[config.mk]
export PLATFORM = sky130hd
export DESIGN_NAME = multi_slot_tick_timer
export DESIGN_NICKNAME = d
export VERILOG_FILES = /design/src/rtl/mstt_pkg.sv /design/src/rtl/mstt_div.sv /design/src/rtl/mstt_dp.sv /design/src/rtl/mstt_ctrl.sv /design/src/rtl/multi_slot_tick_timer.sv
export SDC_FILE = /design/constraint.sdc
export NUM_CORES = 1
export LEC_CHECK = 0
export ABC_AREA = 1
export BUFFER_PORTS_ARGS = -buffer_cell sky130_fd_sc_hd__buf_2
export CAP_MARGIN = 40
export CORE_MARGIN = 2
export CORE_UTILIZATION = 40
export CTS_CLUSTER_SIZE = 16
export DETAILED_ROUTE_END_ITERATION = 8
export PLACE_DENSITY = 0.61
export SLEW_MARGIN = 5
export SYNTH_ARGS = -nofsm -noshare
export SYNTH_HDL_FRONTEND = slang
export SYNTH_SLANG_ARGS = --single-unit
[constraint.sdc]
create_clock -name clk -period 3.88 [get_ports clk]
set_input_delay 0.776 -clock clk [delete_from_list [all_inputs] [get_ports clk]]
set_output_delay 0.776 -clock clk [all_outputs]
set_load 0.05 [all_outputs]
[src/rtl/mstt_pkg.sv]
// Shared constants, types and control structs for the multi-slot tick timer.
package mstt_pkg;

	// Slot table size and derived index width.
	localparam int SLOT_COUNT = 4;
	localparam int IDX_W      = (SLOT_COUNT > 1) ? $clog2(SLOT_COUNT) : 1;

	// Field widths.
	localparam int SLOT_W   = 4;
	localparam int TICKS_W  = 15;
	localparam int COUNT_W  = 32;
	localparam int FIRED_W  = 4;
	localparam int RATE_W   = 4;
	localparam int MS_W     = 14;
	localparam int S_DATA_W = 24;
	localparam int M_DATA_W = 56;

	// Rate selection limits and the base tick length in milliseconds.
	localparam logic [RATE_W-1:0] RATE_MAX = RATE_W'(9);
	localparam logic [MS_W-1:0]   BASE_MS  = MS_W'(16);

	// Status codes of a result.
	localparam logic STATUS_OK      = 1'b0;
	localparam logic STATUS_BAD_IDX = 1'b1;

	// Item kinds carried in tuser.
	localparam logic MODE_TICK = 1'b0;
	localparam logic MODE_PROG = 1'b1;

	// Kind of a slot.
	typedef enum logic [1:0] {
		KIND_EMPTY    = 2'd0,
		KIND_PERIODIC = 2'd1,
		KIND_ONESHOT  = 2'd2
	} slot_kind_t;

	// Commands from the controller to the datapath.
	typedef struct packed {
		logic take;       // capture the input transaction
		logic prog;       // program the captured slot
		logic inc;        // advance the tick count
		logic div_start;  // start the remainder unit on the current slot
		logic eval;       // decide the current slot and step to the next
		logic put;        // load the result into the output register
	} ctrl_cmd_t;

	// Status from the datapath to the controller.
	typedef struct packed {
		logic need_div;   // current slot is periodic with a nonzero period
		logic last_slot;  // current slot is the last one
		logic div_busy;   // remainder unit is working
		logic div_done;   // remainder unit finished in the previous cycle
		logic out_free;   // output register can take a result
	} dp_status_t;

endpackage

[src/rtl/mstt_div.sv]
// Bit-serial remainder unit: 32-bit count modulo a 15-bit period.
module mstt_div
	import mstt_pkg::*;
(
	input  logic               clk,
	input  logic               arst_n,
	input  logic               start,
	input  logic [COUNT_W-1:0] dividend,
	input  logic [TICKS_W-1:0] divisor,
	output logic               busy,
	output logic               done,
	output logic [TICKS_W-1:0] rem
);

	localparam int STEP_W = $clog2(COUNT_W);

	logic [COUNT_W-1:0] dvd_q;
	logic [TICKS_W-1:0] dsr_q;
	logic [TICKS_W-1:0] rem_q;
	logic [STEP_W-1:0]  step_q;
	logic               busy_q;
	logic               done_q;
	logic [TICKS_W:0]   trial;
	logic [TICKS_W:0]   diff;

	// One restoring step: shift in the next dividend bit, subtract if it fits.
	always_comb begin
		trial = {rem_q, dvd_q[COUNT_W-1]};
		diff  = trial - {1'b0, dsr_q};
	end

	// Step sequencing; the remainder stays valid until the next start.
	always_ff @(posedge clk or negedge arst_n) begin
		if (!arst_n) begin
			busy_q <= 1'b0;
			done_q <= 1'b0;
			step_q <= '0;
		end else begin
			done_q <= 1'b0;
			if (start) begin
				busy_q <= 1'b1;
				step_q <= '0;
			end else if (busy_q) begin
				step_q <= step_q + STEP_W'(1);
				if (step_q == STEP_W'(COUNT_W - 1)) begin
					busy_q <= 1'b0;
					done_q <= 1'b1;
				end
			end
		end
	end

	// Operand and partial remainder registers.
	always_ff @(posedge clk) begin
		if (start) begin
			dvd_q <= dividend;
			dsr_q <= divisor;
			rem_q <= '0;
		end else if (busy_q) begin
			dvd_q <= {dvd_q[COUNT_W-2:0], 1'b0};
			if (trial >= {1'b0, dsr_q}) begin
				rem_q <= diff[TICKS_W-1:0];
			end else begin
				rem_q <= trial[TICKS_W-1:0];
			end
		end
	end

	assign busy = busy_q;
	assign done = done_q;
	assign rem  = rem_q;

endmodule

[src/rtl/mstt_dp.sv]
// Datapath: tick count, slot table, rate register, remainder unit and output register.
module mstt_dp
	import mstt_pkg::*;
(
	input  logic                clk,
	input  logic                arst_n,
	input  ctrl_cmd_t           cmd,
	output dp_status_t          sts,
	input  logic [S_DATA_W-1:0] s_tdata,
	input  logic                cfg_valid,
	input  logic [RATE_W-1:0]   cfg_data,
	output logic                m_tvalid,
	input  logic                m_tready,
	output logic [M_DATA_W-1:0] m_tdata
);

	logic [COUNT_W-1:0] count_q;
	logic [RATE_W-1:0]  rate_q;
	slot_kind_t         kind_q [SLOT_COUNT];
	logic [COUNT_W-1:0] value_q [SLOT_COUNT];

	logic [SLOT_W-1:0]  slot_q;
	logic               periodic_q;
	logic [TICKS_W-1:0] ticks_q;
	logic [IDX_W-1:0]   idx_q;
	logic [FIRED_W-1:0] fired_q;
	logic               status_q;

	logic               out_valid_q;
	logic [FIRED_W-1:0] out_fired_q;
	logic [COUNT_W-1:0] out_count_q;
	logic               out_status_q;
	logic [MS_W-1:0]    out_ms_q;

	slot_kind_t         cur_kind;
	logic [COUNT_W-1:0] cur_value;
	logic               slot_ok;
	logic               hit;
	logic               div_busy;
	logic               div_done;
	logic [TICKS_W-1:0] div_rem;

	// Current slot of the scan and whether it fires.
	always_comb begin
		cur_kind  = kind_q[idx_q];
		cur_value = value_q[idx_q];
		slot_ok   = ({1'b0, slot_q} < (SLOT_W + 1)'(SLOT_COUNT));
		unique case (cur_kind)
			KIND_PERIODIC: hit = (cur_value != '0) && (div_rem == '0);
			KIND_ONESHOT:  hit = (count_q >= cur_value);
			default:       hit = 1'b0;
		endcase
	end

	mstt_div u_div (
		.clk      (clk),
		.arst_n   (arst_n),
		.start    (cmd.div_start),
		.dividend (count_q),
		.divisor  (cur_value[TICKS_W-1:0]),
		.busy     (div_busy),
		.done     (div_done),
		.rem      (div_rem)
	);

	// Tick count and rate register; an in-range rate write restarts the count.
	always_ff @(posedge clk or negedge arst_n) begin
		if (!arst_n) begin
			count_q <= '0;
			rate_q  <= '0;
		end else if (cfg_valid && (cfg_data <= RATE_MAX)) begin
			count_q <= '0;
			rate_q  <= cfg_data;
		end else if (cmd.inc) begin
			count_q <= count_q + COUNT_W'(1);
		end
	end

	// Slot kinds; a one-shot that fires empties its slot.
	always_ff @(posedge clk or negedge arst_n) begin
		if (!arst_n) begin
			for (int i = 0; i < SLOT_COUNT; i++) begin
				kind_q[i] <= KIND_EMPTY;
			end
		end else if (cmd.prog && slot_ok) begin
			kind_q[slot_q[IDX_W-1:0]] <= periodic_q ? KIND_PERIODIC : KIND_ONESHOT;
		end else if (cmd.eval && hit && (cur_kind == KIND_ONESHOT)) begin
			kind_q[idx_q] <= KIND_EMPTY;
		end
	end

	// Slot values: the period, or the deadline of a one-shot.
	always_ff @(posedge clk) begin
		if (cmd.prog && slot_ok) begin
			if (periodic_q) begin
				value_q[slot_q[IDX_W-1:0]] <= COUNT_W'(ticks_q);
			end else begin
				value_q[slot_q[IDX_W-1:0]] <= count_q + COUNT_W'(ticks_q);
			end
		end
	end

	// Captured transaction fields.
	always_ff @(posedge clk) begin
		if (cmd.take) begin
			slot_q     <= s_tdata[SLOT_W-1:0];
			periodic_q <= s_tdata[SLOT_W];
			ticks_q    <= s_tdata[SLOT_W+TICKS_W:SLOT_W+1];
		end
	end

	// Scan index, fire mask and status of the item at work.
	always_ff @(posedge clk or negedge arst_n) begin
		if (!arst_n) begin
			idx_q    <= '0;
			fired_q  <= '0;
			status_q <= STATUS_OK;
		end else if (cmd.take) begin
			idx_q    <= '0;
			fired_q  <= '0;
			status_q <= STATUS_OK;
		end else begin
			if (cmd.prog && !slot_ok) begin
				status_q <= STATUS_BAD_IDX;
			end
			if (cmd.eval) begin
				fired_q <= fired_q | (FIRED_W'(hit) << idx_q);
				idx_q   <= idx_q + IDX_W'(1);
			end
		end
	end

	// Output register: holds a finished result until its transaction.
	always_ff @(posedge clk or negedge arst_n) begin
		if (!arst_n) begin
			out_valid_q <= 1'b0;
		end else if (cmd.put) begin
			out_valid_q <= 1'b1;
		end else if (m_tready) begin
			out_valid_q <= 1'b0;
		end
	end

	always_ff @(posedge clk) begin
		if (cmd.put) begin
			out_fired_q  <= fired_q;
			out_count_q  <= count_q;
			out_status_q <= status_q;
			out_ms_q     <= BASE_MS << rate_q;
		end
	end

	assign m_tvalid = out_valid_q;
	assign m_tdata  = {(M_DATA_W - FIRED_W - COUNT_W - 1 - MS_W)'(0),
		out_ms_q, out_status_q, out_count_q, out_fired_q};

	// Status toward the controller.
	always_comb begin
		sts.need_div  = (cur_kind == KIND_PERIODIC) && (cur_value != '0);
		sts.last_slot = (idx_q == IDX_W'(SLOT_COUNT - 1));
		sts.div_busy  = div_busy;
		sts.div_done  = div_done;
		sts.out_free  = !out_valid_q || m_tready;
	end

endmodule

[src/rtl/mstt_ctrl.sv]
// Controller state machine sequencing ticks, slot scans and programming requests.
module mstt_ctrl
	import mstt_pkg::*;
(
	input  logic       clk,
	input  logic       arst_n,
	input  logic       s_tvalid,
	input  logic       s_tuser,
	output logic       s_tready,
	input  dp_status_t sts,
	output ctrl_cmd_t  cmd
);

	typedef enum logic [2:0] {
		ST_IDLE,
		ST_INC,
		ST_SCAN,
		ST_DIV,
		ST_PROG,
		ST_PUT
	} state_t;

	state_t state_q;

	// Commands decoded from the state and datapath status.
	always_comb begin
		cmd      = '0;
		s_tready = 1'b0;
		unique case (state_q)
			ST_IDLE: begin
				s_tready = 1'b1;
				cmd.take = s_tvalid;
			end
			ST_INC:  cmd.inc = 1'b1;
			ST_SCAN: begin
				cmd.div_start = sts.need_div;
				cmd.eval      = !sts.need_div;
			end
			ST_DIV:  cmd.eval = sts.div_done;
			ST_PROG: cmd.prog = 1'b1;
			ST_PUT:  cmd.put = sts.out_free;
			default: cmd = '0;
		endcase
	end

	// State register.
	always_ff @(posedge clk or negedge arst_n) begin
		if (!arst_n) begin
			state_q <= ST_IDLE;
		end else begin
			unique case (state_q)
				ST_IDLE: begin
					if (s_tvalid) begin
						state_q <= (s_tuser == MODE_PROG) ? ST_PROG : ST_INC;
					end
				end
				ST_INC:  state_q <= ST_SCAN;
				ST_SCAN: begin
					if (sts.need_div) begin
						state_q <= ST_DIV;
					end else if (sts.last_slot) begin
						state_q <= ST_PUT;
					end
				end
				ST_DIV: begin
					if (sts.div_done) begin
						state_q <= sts.last_slot ? ST_PUT : ST_SCAN;
					end
				end
				ST_PROG: state_q <= ST_PUT;
				ST_PUT: begin
					if (sts.out_free) begin
						state_q <= ST_IDLE;
					end
				end
				default: state_q <= ST_IDLE;
			endcase
		end
	end

endmodule

[src/rtl/multi_slot_tick_timer.sv]
// Top level of the multi-slot tick timer: controller, datapath and checks.
//
// Each input transaction is either a tick or a request to program one timer
// slot, and each gives exactly one result transaction. A programming request
// passes from acceptance through the program state to the result register.
// A tick advances the count and then scans the slots in order: each periodic
// slot with a nonzero period needs a 32-bit remainder computed by a shared
// bit-serial unit at one quotient bit per cycle; other slots are decided
// without that unit. One item is at work at a time; a new input is taken
// while a finished result still waits in the output register. Rate writes on
// the cfg channel are always ready and are meant to arrive while the block
// idles.
module multi_slot_tick_timer
	import mstt_pkg::*;
(
	input  logic                clk,
	input  logic                arst_n,
	input  logic                s_tvalid,
	output logic                s_tready,
	input  logic [S_DATA_W-1:0] s_tdata,   // slot[3:0], periodic[4], ticks[19:5], zero pad
	input  logic                s_tuser,   // mode
	output logic                m_tvalid,
	input  logic                m_tready,
	output logic [M_DATA_W-1:0] m_tdata,   // fired[3:0], tick_count[35:4], status[36],
	                                       // tick_ms[50:37], zero pad
	input  logic                cfg_valid,
	output logic                cfg_ready,
	input  logic [RATE_W-1:0]   cfg_data   // rate_select
);

	ctrl_cmd_t  cmd;
	dp_status_t sts;

	assign cfg_ready = 1'b1;

	mstt_ctrl u_ctrl (
		.clk      (clk),
		.arst_n   (arst_n),
		.s_tvalid (s_tvalid),
		.s_tuser  (s_tuser),
		.s_tready (s_tready),
		.sts      (sts),
		.cmd      (cmd)
	);

	mstt_dp u_dp (
		.clk       (clk),
		.arst_n    (arst_n),
		.cmd       (cmd),
		.sts       (sts),
		.s_tdata   (s_tdata),
		.cfg_valid (cfg_valid && cfg_ready),
		.cfg_data  (cfg_data),
		.m_tvalid  (m_tvalid),
		.m_tready  (m_tready),
		.m_tdata   (m_tdata)
	);

`ifndef ASSERT_OFF
	// A result is only loaded when the output register can take it.
	a_put_free: assert property (@(posedge clk) disable iff (!arst_n)
		cmd.put |-> sts.out_free)
		else $error("result loaded into a full output register");

	// The remainder unit is never restarted while it works.
	a_div_idle: assert property (@(posedge clk) disable iff (!arst_n)
		cmd.div_start |-> !sts.div_busy)
		else $error("remainder unit restarted while busy");

	// At most one datapath command is issued in a cycle.
	a_cmd_one: assert property (@(posedge clk) disable iff (!arst_n)
		$onehot0({cmd.take, cmd.prog, cmd.inc, cmd.div_start, cmd.eval, cmd.put}))
		else $error("more than one datapath command");

	// A started remainder unit is busy in the following cycle.
	a_div_run: assert property (@(posedge clk) disable iff (!arst_n)
		cmd.div_start |=> sts.div_busy)
		else $error("remainder unit failed to start");
`endif

endmodule

==> metrics <==
Port Buffers 78; Area Growth Syn to Fin 13.7%; Worst Hold Class input port to asynchronous set/reset pin; cell family with most CP delay simple AND/OR/NAND/NOR gates; Tot Pwr between 10000 and 15000 uW; standard-cell rows ~70; cell count along the critical path 14; die width 203 um; Post-Synth Adder-Cell Area 0.0587; clock root buffer master clkbuf_16; Iter 0 DRT Violations 698; n_diodes 0; count leader, synth nand2_1; most common flop cell mapped by yosys edfxtp_1; number of iterations in the first detailed-routing pass 5; Relative slew margins 0.467; Worst setup SP type register; kind of critical path register to register; Synth cell types between 40 and 50; synth warn 0; CP arrival between 3000 and 4000 ps; dpl cells 2234; DP HPWL ~26 mm; crit path cell chain ha_1 -> inv_1 -> fa_1 -> inv_1 -> nand3_1 -> nand2_1 -> a21oi_1 -> o21ai_0 -> nand3_1 -> nand2_1 -> nand2_1 -> nor2_1 -> a21oi_1 -> nor3_1; Compound-Gate Fraction of Synth Area 0.0844; gr ovfl total 0; top cell type's share of synthesized area 0.460; routability congestion estimate ~0.86; Post-synth ARST share 0.194; Tot GR Track Use 0.181; Worst-Skew Late Latency about 540 ps; Syn Area/Cell 9.53 um2; crit path max fanout 5; main combinational cell family by area after synthesis simple AND/OR/NAND/NOR gates; Final Hold Viols 0; CP endpoint kind register; Syn Inst Count 1660; synth cell count leaders nand2_1 (429), edfxtp_1 (242), inv_1 (187); FF+latch count, synth around 320; Antenna Nets Post-Route 0; Finished Cell Area approximately 0.018 mm2; Req. time, crit path between 4000 and 5000 ps; pin count of the biggest net entering global routing 48; detailed-route DRC error count 0; number of buffers and inverters on the critical path 2; layout cells sized above 1 0.101; layout net count 1862; Max stage delay on crit path roughly 580 ps; final period utilization 0.918; Die Ht ~200 um; R2R depth 14; post-synthesis sequential area ratio 0.577; status finished, final reports clean; initial antenna violation count 0; EDFF count, synth about 240; Slew Limit Fails 0; CTS sink cnt between 300 and 400; final wirelength 37.0 mm; Synth Area in Simple Gates 0.197; cell area after placement between 0.015 and 0.02 mm2; first-pass GRT wire length 58.8 mm; Leakage 0.00772 uW; clk buf depth 3; DR vias about 12000; Slowest-stage cell, CP nor3_1; hold_buf cts 0; multiplexer share of the synthesized area 0; Final setup violation count 0; # IOs just over 90; pwr dens approximately 610 mW/mm2; routed len/inst between 15 and 20 um; core region area between 0.03 and 0.04 mm2; post-synthesis xor/xnor area fraction 0.0127; area leader, netlist edfxtp_1; Worst path most repeated cell nand2_1; synthesized cell area around 0.016 mm2; Critical R2R Launch u_dp.count_q[0]$_DFFE_PN0P_; Reg2Reg Capture Point u_dp.value_q[2][28]$_DFFE_PP_; Max Fclk 0.281 GHz; Final TNS setup 0 ps; via-per-instance ratio 5.03; Die ar. slightly above 0.04 mm2; vias in the first global route ~11000; Layout Cells excl Fill 2301; post-CTS setup-driven buffer insertion count 0; cells taking the most area after synthesis edfxtp_1 (46%), nand2_1 (10%), dfrtp_1 (9.8%), ha_1 (5.6%), inv_1 (4.4%); number of max-cap violations 0; CTS buffer count 37; Reg clk slew, reported paths 60 ps; Tmin final 3560 ps; CTS tree done; skew final between 30 and 40 ps; Worst IR Drop VDD slightly below 0.3 mV; post-cts resize count 0; R2R Setup Slk approximately 320 ps; htree depth 2; RSZ-0062 raised after global routing no; Worst-Margin Slew 797 ps; initial core utilization 0.407
==> layout make-up <==
class	count	area [um2]
fill	3655	20900
clock buffer	45	987
inverter	191	721
tap	518	648
sequential	319	9120
timing repair buffer	104	651
clock inverter	22	200
multi-input combinational	1102	5650
==> layer usage <==
metal  vias up  GRT usage  wire length, um
met5         -          0                0
met4         0     0.0654             1100
met3        69     0.0258             1750
met2       266      0.287            16700
met1      5461      0.255            17400
li1       5784          -                -
==> how the worst max path moves through the flow <==
stage / start / to / slack [ps]
final: u_dp.count_q[0]$_DFFE_PN0P_ / u_dp.value_q[2][28]$_DFFE_PP_ / 320
after floorplan: m_tready / u_dp.out_count_q[0]$_DFFE_PP_ / 630
after CTS: u_dp.count_q[0]$_DFFE_PN0P_ / u_dp.value_q[2][28]$_DFFE_PP_ / 360
after global placement: u_dp.count_q[0]$_DFFE_PN0P_ / u_dp.value_q[1][28]$_DFFE_PP_ / 450
after detailed placement: u_dp.count_q[0]$_DFFE_PN0P_ / u_dp.value_q[0][28]$_DFFE_PP_ / 390
after global routing: u_dp.count_q[0]$_DFFE_PN0P_ / u_dp.value_q[3][30]$_DFFE_PP_ / 80
==> logic make-up after synthesis <==
| group | after synthesis |
|---|---|
| simple gates | 744 |
| flops | 319 |
| compound gates | 252 |
| buf+inv | 247 |
| fa+ha+maj | 73 |
| xor+xnor | 23 |
| other cells | 2 |
==> worst register-to-register path, stage by stage, from the launching register on <==
cell and delay [ps]:
dfrtp_1 460, ha_1 230, inv_1 60, fa_1 400, inv_1 70, nand3_1 60, nand2_1 110, a21oi_1 110
o21ai_0 400, nand3_1 120, nand2_1 250, nand2_1 180, nor2_1 160, a21oi_1 80, nor3_1 580
==> sequential cells by signal, summed over array words and instances (netlist names), 5 cells and up <==
name,cells
u_dp.ticks_q,15
u_dp.u_div.rem,15
u_dp.u_div.dsr_q,15
u_dp.out_ms_q,10
u_dp.kind_q,8
u_dp.value_q,128
u_dp.u_div.step_q,5
u_dp.out_count_q,32
u_dp.count_q,32
u_dp.u_div.dvd_q,32
==> cell usage in the layout (no fill, tap or decap), drive strengths merged, types with 9 or more instances in the layout <==
cell type	synthesis	final
nand2	435	435
edfxtp	242	242
inv	189	190
nor2	124	124
o21ai	124	124
nand3	116	116
buf	43	104
a21oi	99	99
ha	71	71
dfrtp	62	62
clkbuf	13	45
nor3	43	43
clkinv	2	19
dfxtp	15	15
xnor2	14	14
nand4	14	14
conb	2	10
xor2	9	9
==> per-stage QoR <==
step | hold WS [ps] | utilization | setup WS [ps]
after floorplan | 425 | - | 629
after global placement | 434 | 0.431 | 450
after detailed placement | 436 | 0.432 | 394
after CTS | 254 | 0.463 | 363
after global routing | 290 | 0.463 | 75.4
final | 254 | 0.463 | 317
==> power by group <==
group          internal [uW]  switching [uW]
Combinational            952            2110
Clock                   2020            1350
Sequential              4290             255
No activity file was read; power rests on OpenSTA's default activity.
